File: src/sv/sync_event_pdo_scheduler_defines.svh
// ----------------------------------------------------------------------------
// sync_event_pdo_scheduler_defines
// assertion macros for the sync event pdo scheduler
// ----------------------------------------------------------------------------
`ifndef SYNC_EVENT_PDO_SCHEDULER_DEFINES_SVH
`define SYNC_EVENT_PDO_SCHEDULER_DEFINES_SVH

// concurrent check on clk, off during reset
`define SESCHED_CHECK(label, prop, msg) \
  label: assert property (@(posedge clk) disable iff (rst) prop) else $error(msg);

// check that holds in reset too
`define SESCHED_CHECK_ALWAYS(label, prop, msg) \
  label: assert property (@(posedge clk) prop) else $error(msg);

`endif

File: src/sv/sesched_pkg.sv
// ----------------------------------------------------------------------------
// sesched_pkg
// types, codes and constants of the sync event pdo scheduler
// ----------------------------------------------------------------------------
`default_nettype none
package sesched_pkg;

  localparam int DEF_TX_SLOTS = 8;
  localparam int DEF_RX_SLOTS = 8;
  localparam int MAX_RESULTS  = 16;
  localparam int US_PER_TICK  = 100;
  localparam int ID_W         = 29;
  localparam int PRODUCER_BIT = 30;

  localparam logic [2:0] KIND_FRAME   = 3'd0;
  localparam logic [2:0] KIND_ADD     = 3'd1;
  localparam logic [2:0] KIND_REMOVE  = 3'd2;
  localparam logic [2:0] KIND_RESTART = 3'd3;
  localparam logic [2:0] KIND_TICK    = 3'd4;

  localparam logic [1:0] REG_SYNC_COB_ID  = 2'd0;
  localparam logic [1:0] REG_CYCLE_PERIOD = 2'd1;
  localparam logic [1:0] REG_SYNC_ALLOWED = 2'd2;

  localparam logic [1:0] ACT_TX   = 2'd0;
  localparam logic [1:0] ACT_RX   = 2'd1;
  localparam logic [1:0] ACT_SYNC = 2'd2;

  localparam logic [3:0] OP_NONE    = 4'd0;
  localparam logic [3:0] OP_SYNC    = 4'd1;
  localparam logic [3:0] OP_FRAME   = 4'd2;
  localparam logic [3:0] OP_ADD_TX  = 4'd3;
  localparam logic [3:0] OP_ADD_RX  = 4'd4;
  localparam logic [3:0] OP_REM_TX  = 4'd5;
  localparam logic [3:0] OP_REM_RX  = 4'd6;
  localparam logic [3:0] OP_RESTART = 4'd7;
  localparam logic [3:0] OP_TICK    = 4'd8;

  typedef struct packed {
    logic [2:0]      kind;
    logic [ID_W-1:0] frame_id;
    logic [3:0]      frame_dlc;
    logic [63:0]     frame_data;
    logic            slot_dir;
    logic [2:0]      slot;
    logic [7:0]      tx_type;
  } item_t;

  typedef struct packed {
    logic [1:0]      action;
    logic [2:0]      out_slot;
    logic [ID_W-1:0] out_identifier;
    logic [63:0]     out_data;
    logic [3:0]      out_dlc;
    logic            last;
  } result_t;

  typedef struct packed {
    logic [3:0]      op;
    logic [ID_W-1:0] frame_id;
    logic [3:0]      frame_dlc;
    logic [63:0]     frame_data;
    logic [2:0]      slot;
    logic [7:0]      tx_type;
  } cmd_t;

endpackage
`default_nettype wire

File: src/sv/sesched_front.sv
// ----------------------------------------------------------------------------
// sesched_front
// classifies input items into commands and queues them for the back end
// ----------------------------------------------------------------------------
`default_nettype none
module sesched_front import sesched_pkg::*; #(
  parameter int TX_SLOTS = DEF_TX_SLOTS,
  parameter int RX_SLOTS = DEF_RX_SLOTS
) (
  input  wire logic            clk,
  input  wire logic            rst,
  input  wire logic            start,
  input  wire item_t           item,
  input  wire logic [ID_W-1:0] sync_id,
  output logic                 busy,
  output logic                 cmd_valid,
  output cmd_t                 cmd,
  input  wire logic            cmd_ready
);

  cmd_t       q0, q1, new_cmd;
  logic [1:0] cnt;
  logic       push, pop;
  logic       tx_ok, rx_ok;

  assign tx_ok = 32'(item.slot) < TX_SLOTS;
  assign rx_ok = 32'(item.slot) < RX_SLOTS;

  always_comb begin
    new_cmd            = '0;
    new_cmd.frame_id   = item.frame_id;
    new_cmd.frame_dlc  = item.frame_dlc;
    new_cmd.frame_data = item.frame_data;
    new_cmd.slot       = item.slot;
    new_cmd.tx_type    = item.tx_type;
    case (item.kind)
      KIND_FRAME: begin
        new_cmd.op = (item.frame_id == sync_id) ? OP_SYNC : OP_FRAME;
      end
      KIND_ADD: begin
        if (item.slot_dir) new_cmd.op = rx_ok ? OP_ADD_RX : OP_NONE;
        else new_cmd.op = tx_ok ? OP_ADD_TX : OP_NONE;
      end
      KIND_REMOVE: begin
        if (item.slot_dir) new_cmd.op = rx_ok ? OP_REM_RX : OP_NONE;
        else new_cmd.op = tx_ok ? OP_REM_TX : OP_NONE;
      end
      KIND_RESTART: new_cmd.op = OP_RESTART;
      KIND_TICK:    new_cmd.op = OP_TICK;
      default:      new_cmd.op = OP_NONE;
    endcase
  end

  assign busy      = (cnt == 2'd2);
  assign cmd_valid = (cnt != 2'd0);
  assign cmd       = q0;
  assign push      = start && !busy && (new_cmd.op != OP_NONE);
  assign pop       = cmd_valid && cmd_ready;

  always_ff @(posedge clk) begin
    if (rst) begin
      cnt <= 2'd0;
    end else begin
      case ({push, pop})
        2'b10:   cnt <= cnt + 2'd1;
        2'b01:   cnt <= cnt - 2'd1;
        default: cnt <= cnt;
      endcase
    end
  end

  always_ff @(posedge clk) begin
    case ({push, pop})
      2'b11: begin
        if (cnt == 2'd1) begin
          q0 <= new_cmd;
        end else begin
          q0 <= q1;
          q1 <= new_cmd;
        end
      end
      2'b10: begin
        if (cnt == 2'd0) q0 <= new_cmd;
        else q1 <= new_cmd;
      end
      2'b01:   q0 <= q1;
      default: q0 <= q0;
    endcase
  end

endmodule
`default_nettype wire

File: src/sv/sesched_back.sv
// ----------------------------------------------------------------------------
// sesched_back
// slot tables, sync walk, frame store and sync producer
// ----------------------------------------------------------------------------
`default_nettype none
module sesched_back import sesched_pkg::*; #(
  parameter int TX_SLOTS = DEF_TX_SLOTS,
  parameter int RX_SLOTS = DEF_RX_SLOTS
) (
  input  wire logic        clk,
  input  wire logic        rst,
  input  wire logic        cmd_valid,
  input  wire cmd_t        cmd,
  output logic             cmd_ready,
  input  wire logic [31:0] sync_cob_id,
  input  wire logic [31:0] cycle_period_us,
  input  wire logic        sync_allowed,
  input  wire logic        prod_clear,
  output logic             result_valid,
  output result_t          result
);

  localparam int TXW = (TX_SLOTS > 1) ? $clog2(TX_SLOTS) : 1;
  localparam int RXW = (RX_SLOTS > 1) ? $clog2(RX_SLOTS) : 1;
  localparam int NW  = $clog2(MAX_RESULTS + 1);

  localparam logic [2:0] S_IDLE  = 3'd0;
  localparam logic [2:0] S_INC   = 3'd1;
  localparam logic [2:0] S_TXW   = 3'd2;
  localparam logic [2:0] S_RXW   = 3'd3;
  localparam logic [2:0] S_MATCH = 3'd4;
  localparam logic [2:0] S_FLUSH = 3'd5;

  logic [2:0]      state;
  cmd_t            cur;
  logic [TXW-1:0]  tx_idx;
  logic [RXW-1:0]  rx_idx;
  logic [NW-1:0]   n_emit;
  logic            held_v;
  result_t         held;
  logic [33:0]     us_acc;

  logic            tx_active [TX_SLOTS];
  logic [7:0]      tx_type   [TX_SLOTS];
  logic [7:0]      tx_count  [TX_SLOTS];
  logic            rx_active [RX_SLOTS];
  logic [ID_W-1:0] rx_id     [RX_SLOTS];
  logic [63:0]     rx_data   [RX_SLOTS];
  logic [3:0]      rx_dlc    [RX_SLOTS];

  logic            emit_en;
  result_t         emit_res;
  logic            tx_hit;
  logic            prod_off;
  logic            prod_wrap;

  assign cmd_ready = (state == S_IDLE);
  assign tx_hit    = tx_active[tx_idx] &&
                     ((tx_type[tx_idx] == 8'd0) || (tx_count[tx_idx] == tx_type[tx_idx]));
  assign prod_off  = !sync_cob_id[PRODUCER_BIT] || (cycle_period_us < 32'(US_PER_TICK));
  // period reached when cycle < 100 * (count + 2)
  assign prod_wrap = {2'b00, cycle_period_us} < (us_acc + 34'(2 * US_PER_TICK));

  always_comb begin
    emit_res = '0;
    emit_en  = 1'b0;
    if (state == S_TXW) begin
      emit_en         = tx_hit;
      emit_res.action = ACT_TX;
      emit_res.out_slot = 3'(tx_idx);
    end else if (state == S_RXW) begin
      emit_en           = rx_active[rx_idx];
      emit_res.action   = ACT_RX;
      emit_res.out_slot = 3'(rx_idx);
      emit_res.out_data = rx_data[rx_idx];
      emit_res.out_dlc  = rx_dlc[rx_idx];
    end
  end

  always_ff @(posedge clk) begin
    if (rst) begin
      state        <= S_IDLE;
      tx_idx       <= '0;
      rx_idx       <= '0;
      n_emit       <= '0;
      held_v       <= 1'b0;
      result_valid <= 1'b0;
      us_acc       <= '0;
      for (int i = 0; i < TX_SLOTS; i++) begin
        tx_active[i] <= 1'b0;
        tx_type[i]   <= 8'd0;
        tx_count[i]  <= 8'd0;
      end
      for (int i = 0; i < RX_SLOTS; i++) begin
        rx_active[i] <= 1'b0;
        rx_id[i]     <= '0;
        rx_data[i]   <= '0;
        rx_dlc[i]    <= '0;
      end
    end else begin
      result_valid <= 1'b0;
      if (prod_clear) us_acc <= '0;
      if (emit_en && (n_emit < NW'(MAX_RESULTS))) begin
        n_emit <= n_emit + NW'(1);
        held   <= emit_res;
        held_v <= 1'b1;
        if (held_v) begin
          result       <= held;
          result_valid <= 1'b1;
        end
      end
      case (state)
        S_IDLE: begin
          if (cmd_valid) begin
            cur    <= cmd;
            tx_idx <= '0;
            rx_idx <= '0;
            n_emit <= '0;
            case (cmd.op)
              OP_SYNC:  state <= S_INC;
              OP_FRAME: state <= S_MATCH;
              OP_ADD_TX: begin
                tx_active[TXW'(cmd.slot)] <= 1'b1;
                tx_type[TXW'(cmd.slot)]   <= cmd.tx_type;
                tx_count[TXW'(cmd.slot)]  <= 8'd0;
              end
              OP_REM_TX: begin
                tx_active[TXW'(cmd.slot)] <= 1'b0;
                tx_type[TXW'(cmd.slot)]   <= 8'd0;
                tx_count[TXW'(cmd.slot)]  <= 8'd0;
              end
              OP_ADD_RX: begin
                rx_active[RXW'(cmd.slot)] <= 1'b1;
                rx_id[RXW'(cmd.slot)]     <= cmd.frame_id;
              end
              OP_REM_RX: rx_active[RXW'(cmd.slot)] <= 1'b0;
              OP_RESTART: begin
                for (int i = 0; i < TX_SLOTS; i++) begin
                  if (tx_active[i]) tx_count[i] <= 8'd0;
                end
              end
              OP_TICK: begin
                if (prod_off) begin
                  us_acc <= '0;
                end else if (prod_wrap) begin
                  us_acc <= '0;
                  if (sync_allowed) begin
                    held   <= '{action: ACT_SYNC, out_slot: 3'd0,
                                out_identifier: sync_cob_id[ID_W-1:0],
                                out_data: 64'd0, out_dlc: 4'd0, last: 1'b0};
                    held_v <= 1'b1;
                    state  <= S_FLUSH;
                  end
                end else begin
                  us_acc <= us_acc + 34'(US_PER_TICK);
                end
              end
              default: state <= S_IDLE;
            endcase
          end
        end
        S_INC: begin
          for (int i = 0; i < TX_SLOTS; i++) begin
            if (tx_active[i] && (tx_count[i] != 8'hff)) tx_count[i] <= tx_count[i] + 8'd1;
          end
          state <= S_TXW;
        end
        S_TXW: begin
          if (tx_hit && (tx_type[tx_idx] != 8'd0)) tx_count[tx_idx] <= 8'd0;
          if (32'(tx_idx) == TX_SLOTS - 1) state <= S_RXW;
          else tx_idx <= tx_idx + TXW'(1);
        end
        S_RXW: begin
          if (32'(rx_idx) == RX_SLOTS - 1) state <= S_FLUSH;
          else rx_idx <= rx_idx + RXW'(1);
        end
        S_MATCH: begin
          if (rx_active[rx_idx] && (rx_id[rx_idx] == cur.frame_id)) begin
            rx_data[rx_idx] <= cur.frame_data;
            rx_dlc[rx_idx]  <= cur.frame_dlc;
            state           <= S_IDLE;
          end else if (32'(rx_idx) == RX_SLOTS - 1) begin
            state <= S_IDLE;
          end else begin
            rx_idx <= rx_idx + RXW'(1);
          end
        end
        S_FLUSH: begin
          if (held_v) begin
            result       <= '{action: held.action, out_slot: held.out_slot,
                              out_identifier: held.out_identifier,
                              out_data: held.out_data, out_dlc: held.out_dlc,
                              last: 1'b1};
            result_valid <= 1'b1;
            held_v       <= 1'b0;
          end
          state <= S_IDLE;
        end
        default: state <= S_IDLE;
      endcase
    end
  end

endmodule
`default_nettype wire

File: src/sv/sync_event_pdo_scheduler.sv
// ----------------------------------------------------------------------------
// sync_event_pdo_scheduler
// sync driven pdo scheduler with a periodic sync producer
// ----------------------------------------------------------------------------
// back end: slot edits, restarts and quiet ticks finish in the idle state, a tick
//   that sends sync goes through the flush state, a sync frame walks the slots
//   one per cycle (transmit, then receive) and a data frame stops at the first match
// throughput: one item per back end run; a two entry queue takes items ahead
// results pass a one deep hold so the final one carries last; no stall
// reset: synchronous, clears the slot tables, state, valid flags, configuration and the producer count
`default_nettype none
module sync_event_pdo_scheduler import sesched_pkg::*; #(
  parameter int TX_SLOTS = DEF_TX_SLOTS,
  parameter int RX_SLOTS = DEF_RX_SLOTS
) (
  input  wire logic        clk,
  input  wire logic        rst,
  input  wire logic        start,
  input  wire item_t       item,
  output logic             busy,
  output logic             result_valid,
  output result_t          result,
  input  wire logic        cfg_write,
  input  wire logic [1:0]  cfg_index,
  input  wire logic [31:0] cfg_data
);

`include "sync_event_pdo_scheduler_defines.svh"

  logic [31:0] sync_cob_id;
  logic [31:0] cycle_period_us;
  logic        sync_allowed;
  logic        prod_clear;
  logic        cmd_valid;
  logic        cmd_ready;
  cmd_t        cmd;
  logic        sync_out;
  logic        tx_out;

  assign prod_clear = cfg_write &&
                      ((cfg_index == REG_SYNC_COB_ID) || (cfg_index == REG_CYCLE_PERIOD));

  always_ff @(posedge clk) begin
    if (rst) begin
      sync_cob_id     <= '0;
      cycle_period_us <= '0;
      sync_allowed    <= 1'b0;
    end else if (cfg_write) begin
      case (cfg_index)
        REG_SYNC_COB_ID:  sync_cob_id     <= cfg_data;
        REG_CYCLE_PERIOD: cycle_period_us <= cfg_data;
        REG_SYNC_ALLOWED: sync_allowed    <= cfg_data[0];
        default:          sync_allowed    <= sync_allowed;
      endcase
    end
  end

  sesched_front #(.TX_SLOTS(TX_SLOTS), .RX_SLOTS(RX_SLOTS)) u_front (
    .clk       (clk),
    .rst       (rst),
    .start     (start),
    .item      (item),
    .sync_id   (sync_cob_id[ID_W-1:0]),
    .busy      (busy),
    .cmd_valid (cmd_valid),
    .cmd       (cmd),
    .cmd_ready (cmd_ready)
  );

  sesched_back #(.TX_SLOTS(TX_SLOTS), .RX_SLOTS(RX_SLOTS)) u_back (
    .clk             (clk),
    .rst             (rst),
    .cmd_valid       (cmd_valid),
    .cmd             (cmd),
    .cmd_ready       (cmd_ready),
    .sync_cob_id     (sync_cob_id),
    .cycle_period_us (cycle_period_us),
    .sync_allowed    (sync_allowed),
    .prod_clear      (prod_clear),
    .result_valid    (result_valid),
    .result          (result)
  );

  assign sync_out = result_valid && (result.action == ACT_SYNC);
  assign tx_out   = result_valid && (result.action == ACT_TX);

  `SESCHED_CHECK(a_sync_single, sync_out |-> result.last, "sync frame result not last")
  `SESCHED_CHECK(a_sync_fields, sync_out |-> (result.out_data == 64'd0) && (result.out_slot == 3'd0), "sync frame carries slot data")
  `SESCHED_CHECK(a_tx_fields, tx_out |-> (result.out_identifier == '0) && (result.out_dlc == 4'd0), "transmit result carries frame fields")
  `SESCHED_CHECK_ALWAYS(a_reset_quiet, rst |=> !result_valid && !busy, "activity right after reset")

endmodule
`default_nettype wire

File: config.mk
export PLATFORM = sky130hd
export DESIGN_NAME = sync_event_pdo_scheduler
export DESIGN_NICKNAME = d
export VERILOG_FILES = /design/src/sv/sesched_pkg.sv /design/src/sv/sesched_front.sv /design/src/sv/sesched_back.sv /design/src/sv/sync_event_pdo_scheduler.sv
export VERILOG_INCLUDE_DIRS = /design/src /design/src/sv
export SDC_FILE = /design/constraint.sdc
export NUM_CORES = 2
export LEC_CHECK = 0
export ABC_AREA = 0
export CORE_MARGIN = 2
export CORE_UTILIZATION = 60
export DETAILED_ROUTE_END_ITERATION = 8
export DONT_BUFFER_PORTS = 1
export MAX_ROUTING_LAYER = met4
export PLACE_DENSITY = 0.73
export SYNTH_ARGS = -nofsm -noshare
export SYNTH_HDL_FRONTEND = slang
export SYNTH_SLANG_ARGS = --single-unit
File: constraint.sdc
create_clock -name clk -period 19 [get_ports clk]
set_input_delay 0.95 -clock clk [delete_from_list [all_inputs] [get_ports clk]]
set_output_delay 0.95 -clock clk [all_outputs]
set_load 0.1 [all_outputs]
==> run_summary.xml <==
<?xml version="1.0" encoding="UTF-8"?>
<metrics>
  <group name="critical_path">
    <metric name="endpoint_kind" unit="">register</metric>
    <metric name="slowest_delay" unit="ps">870</metric>
    <metric name="critical-path-top-delay-family" unit="">simple AND/OR/NAND/NOR gates</metric>
    <metric name="worst_ep_arrival_time" unit="ps">6980</metric>
    <metric name="timing.critical_path.cells" unit="">buf_4 -&gt; mux4_2 -&gt; mux2i_1 -&gt; xnor2_1 -&gt; nor4_1 -&gt; nand2_1 -&gt; or4_1 -&gt; nor3_4 -&gt; buf_4 -&gt; or2_4 -&gt; buf_4</metric>
    <metric name="cpMostUsedCell" unit="">sky130_fd_sc_hd__buf_4</metric>
    <metric name="worst-path-max-fanout" unit="">69</metric>
    <metric name="setup.worst_path.class" unit="">reg -&gt; reg</metric>
    <metric name="slowest_stage" unit="">sky130_fd_sc_hd__or4_1</metric>
    <metric name="setup.worst_path.start_class" unit="">register</metric>
    <metric name="crit_required" unit="ps">19390</metric>
    <metric name="path_buf_inv" unit="">3</metric>
  </group>
  <group name="clock_tree">
    <metric name="cts_root_buffer" unit="">sky130_fd_sc_hd__clkbuf_16</metric>
    <metric name="ctsHtreeMaxLevel" unit="">4</metric>
    <metric name="cts.clk_slew.worst_paths" unit="ps">60</metric>
    <metric name="max-clock-path-buffers" unit="">3</metric>
    <metric name="tritoncts.num_buffers" unit="">161</metric>
    <metric name="cts_hold_repair.buffers" unit="">0</metric>
    <metric name="cts_setup_buffers" unit="">0</metric>
    <metric name="clock-sinks" unit="">1568</metric>
    <metric name="worstSkewPairLatency" unit="ps">770</metric>
    <metric name="post_cts.resized_instances" unit="">0</metric>
    <metric name="cts_tree" unit="">done</metric>
  </group>
  <group name="placement">
    <metric name="post-dp-hpwl" unit="um">105000</metric>
    <metric name="pre_cts_slack" unit="ps">12480</metric>
    <metric name="finalWeightedCongestion" unit="">0.935</metric>
    <metric name="io_buffers" unit="">0</metric>
  </group>
  <group name="floorplan">
    <metric name="initial_core_util" unit="%">60.4</metric>
    <metric name="die-height" unit="um">348</metric>
    <metric name="design.portCount" unit="">255</metric>
    <metric name="fp.dieW" unit="um">348</metric>
    <metric name="coreArea" unit="um^2">118000</metric>
    <metric name="fp.dieArea" unit="um^2">121000</metric>
    <metric name="num_rows" unit="">126</metric>
  </group>
  <group name="hold_path">
    <metric name="holdCritPathClass" unit="">in -&gt; reg</metric>
    <metric name="worst_hold_startpoint" unit="">item[96]</metric>
  </group>
  <group name="logic_synthesis">
    <metric name="ys_dominant_reg_cell" unit="">sky130_fd_sc_hd__edfxtp_1</metric>
    <metric name="yosys_register_bits" unit="">1568</metric>
    <metric name="synthCells" unit="">5173</metric>
    <metric name="synth_enable_flop_cells" unit="">1383</metric>
    <metric name="ys_warn_count" unit="">0</metric>
    <metric name="ys_async_sr_fraction" unit="%">0</metric>
    <metric name="netlist_area" unit="um^2">71200</metric>
    <metric name="avgSynthCellArea" unit="um^2">13.8</metric>
    <metric name="synthesis.nets" unit="">5374</metric>
    <metric name="synth_cell_types" unit="">73</metric>
    <metric name="synth-seq-area-share" unit="%">63.6</metric>
  </group>
  <group name="routing">
    <metric name="remaining_drc_errors" unit="">0</metric>
    <metric name="total_length_of_routed_wires" unit="um">173000</metric>
    <metric name="detailroute.via_count" unit="">43251</metric>
    <metric name="drt_pass1_iterations" unit="">5</metric>
    <metric name="wl_per_instance" unit="um">25.8</metric>
    <metric name="routed_via_density" unit="">6.43</metric>
    <metric name="post_route_ant_nets" unit="">0</metric>
    <metric name="drt_iter0_markers" unit="">5145</metric>
  </group>
  <group name="sta">
    <metric name="unrepaired_setup_endpoints_after_global_routing" unit="">false</metric>
    <metric name="setup_ws" unit="ps">12410</metric>
    <metric name="final_hold_viol_count" unit="">0</metric>
    <metric name="final-max-slew-violation-count" unit="">0</metric>
    <metric name="final.setup.tns" unit="ps">0</metric>
    <metric name="fmax" unit="GHz">0.152</metric>
    <metric name="min_period" unit="ps">6590</metric>
    <metric name="setup_viol_count_final" unit="">0</metric>
    <metric name="final.setup_skew" unit="ps">32.7</metric>
    <metric name="max_slew_margin" unit="%">7.07</metric>
    <metric name="share_of_the_clock_period_used_by_the_worst_path_after_layout" unit="%">34.7</metric>
    <metric name="worst_pin_slew" unit="ps">1390</metric>
  </group>
  <group name="global_route">
    <metric name="grt.overflow.total" unit="">0</metric>
    <metric name="grt_util_all_layers" unit="%">29.3</metric>
    <metric name="grt_max_degree" unit="">168</metric>
    <metric name="grt_first_pass_wirelength" unit="um">261000</metric>
    <metric name="grt_antenna_before_repair" unit="">1</metric>
    <metric name="grt_pass1_vias" unit="">41907</metric>
  </group>
  <group name="finish">
    <metric name="nets" unit="">5257</metric>
    <metric name="area_delta_synth_final" unit="%">8.57</metric>
    <metric name="layout.cells.most_common_list" unit="">1383 x sky130_fd_sc_hd__edfxtp_1, 845 x sky130_fd_sc_hd__and2_1, 341 x sky130_fd_sc_hd__mux2i_1, 263 x sky130_fd_sc_hd__nor2_1, 258 x sky130_fd_sc_hd__a21oi_1</metric>
    <metric name="n_antenna_cell" unit="">0</metric>
    <metric name="leading_cell_type_in_the_layout_fill_and_taps_excluded" unit="">sky130_fd_sc_hd__edfxtp_1</metric>
    <metric name="n_fill_cell" unit="">8302</metric>
    <metric name="drive_gt1_share" unit="%">11.0</metric>
  </group>
  <group name="outcome">
    <metric name="run_status" unit="">finished clean</metric>
  </group>
  <group name="job">
    <metric name="maxCapViolations" unit="">0</metric>
  </group>
  <group name="power">
    <metric name="power.leakage" unit="nW">26.3</metric>
    <metric name="power.ir.vdd_worst" unit="mV">0.155</metric>
    <metric name="power_per_cell_area" unit="nW/um^2">118</metric>
  </group>
</metrics>
## area by class of cell
class | count | area [um^2] | share of cell area, %
timing repair buffer | 64 | 518 | 0.670
tap | 1536 | 1920 | 2.49
multi-input combinational | 3210 | 24300 | 31.5
clock buffer | 203 | 4310 | 5.57
inverter | 51 | 196 | 0.254
clock inverter | 90 | 732 | 0.947
sequential | 1568 | 45200 | 58.6
## cell usage after synthesis (41+ instances only)
cell	instances	area [um^2]
sky130_fd_sc_hd__nor2_1	266	998
sky130_fd_sc_hd__nand3_1	146	731
sky130_fd_sc_hd__mux2i_1	341	3410
sky130_fd_sc_hd__mux4_2	197	4440
sky130_fd_sc_hd__and3_1	43	269
sky130_fd_sc_hd__edfxtp_1	1383	41500
sky130_fd_sc_hd__xnor2_1	57	499
sky130_fd_sc_hd__xor2_1	46	403
sky130_fd_sc_hd__a221oi_1	112	981
sky130_fd_sc_hd__and2_1	846	5290
sky130_fd_sc_hd__buf_2	46	230
sky130_fd_sc_hd__nor3_1	41	205
sky130_fd_sc_hd__a31oi_1	43	269
sky130_fd_sc_hd__o21ai_0	112	561
sky130_fd_sc_hd__a21oi_1	259	1300
sky130_fd_sc_hd__nand2_1	234	878
sky130_fd_sc_hd__inv_1	50	188
sky130_fd_sc_hd__clkbuf_1	217	815
sky130_fd_sc_hd__ha_1	51	638
sky130_fd_sc_hd__o31ai_1	73	548
sky130_fd_sc_hd__dfxtp_1	185	3700
## power breakdown
group / switching (mW) / internal (mW) / leakage (nW)
Clock: 1.33 / 1.72 / 2.44
Sequential: 0.323 / 4.30 / 15.2
Combinational: 0.940 / 0.485 / 8.64
Total: 2.59 / 6.51 / 26.3
## sequential cells by signal (all words and copies together), names as in the netlist, named ones only
signal and cells:
u_front.cnt 2, u_back.result_valid 1, u_back.n_emit 5, u_back.rx_dlc 32, u_back.tx_idx 3, u_front.q1 112, u_back.state 3, u_back.tx_count 64
u_back.tx_active 8, u_back.us_acc 34, sync_cob_id 30, sync_allowed 1, u_back.rx_active 8, u_front.cmd 112, u_back.held_v 1, u_back.held 103
u_back.rx_idx 3, u_back.rx_data 512, u_back.tx_type 64, cycle_period_us 32, u_back.cur 97, u_back.rx_id 232
## metrics by stage
stage	hold WS, ps	util (%)	power [mW]	area [um^2]	instances
6_report	271	65.5	9.10	77300	6722
5_1_grt	244	65.5	9.44	77300	6722
4_1_cts	227	65.5	9.13	77300	6722
3_5_place_dp	405	61.3	6.11	72200	6429
3_3_place_gp	401	61.3	6.07	72200	6429
2_1_floorplan	400	-	5.59	71200	5173
## worst register-to-register path, cell delays in order, from the launching register on
cell	delay [ps]
sky130_fd_sc_hd__dfxtp_4	750
sky130_fd_sc_hd__buf_4	890
sky130_fd_sc_hd__mux4_2	630
sky130_fd_sc_hd__mux2i_1	200
sky130_fd_sc_hd__xnor2_1	160
sky130_fd_sc_hd__nor4_1	300
sky130_fd_sc_hd__nand2_1	90
sky130_fd_sc_hd__or4_1	870
sky130_fd_sc_hd__nor3_4	310
sky130_fd_sc_hd__buf_4	680
sky130_fd_sc_hd__or2_4	720
sky130_fd_sc_hd__buf_4	580
## path summary, 6_finish.rpt
check | endpoint | slack [ps] | cells past startpoint
max | u_back.rx_data[7][34] | 12410 | 11
min | u_front.q1[95] | 270 | 0
max reg2reg | u_back.rx_data[7][34] | 12410 | 11
min reg2reg | u_back.cur[69] | 410 | 0
## routing by layer
metal | part of all wire (%) | wire length, um | vias to the layer above | GRT usage, %
li1 | - | - | 19242 | -
met1 | 42 | 73500 | 21805 | 41.6
met4 | 2.3 | 3970 | 0 | 7.35
met5 | 0 | 0 | - | -
met2 | 47 | 80800 | 1927 | 44.3
met3 | 8.8 | 15200 | 277 | 5.30
## logic make-up after synthesis
kind of cell | Yosys count | synth area share [%]
AND/OR/NAND/NOR | 1789 | 13.9
multiplexers | 553 | 11.5
adder cells (fa/ha/maj) | 51 | 0.897
AO/OA/AOI/OAI | 714 | 6.44
flip-flops | 1568 | 63.6
XOR/XNOR | 103 | 1.27
buffers and inverters | 395 | 2.49
Note: power is estimated with default switching activity, not from simulation.
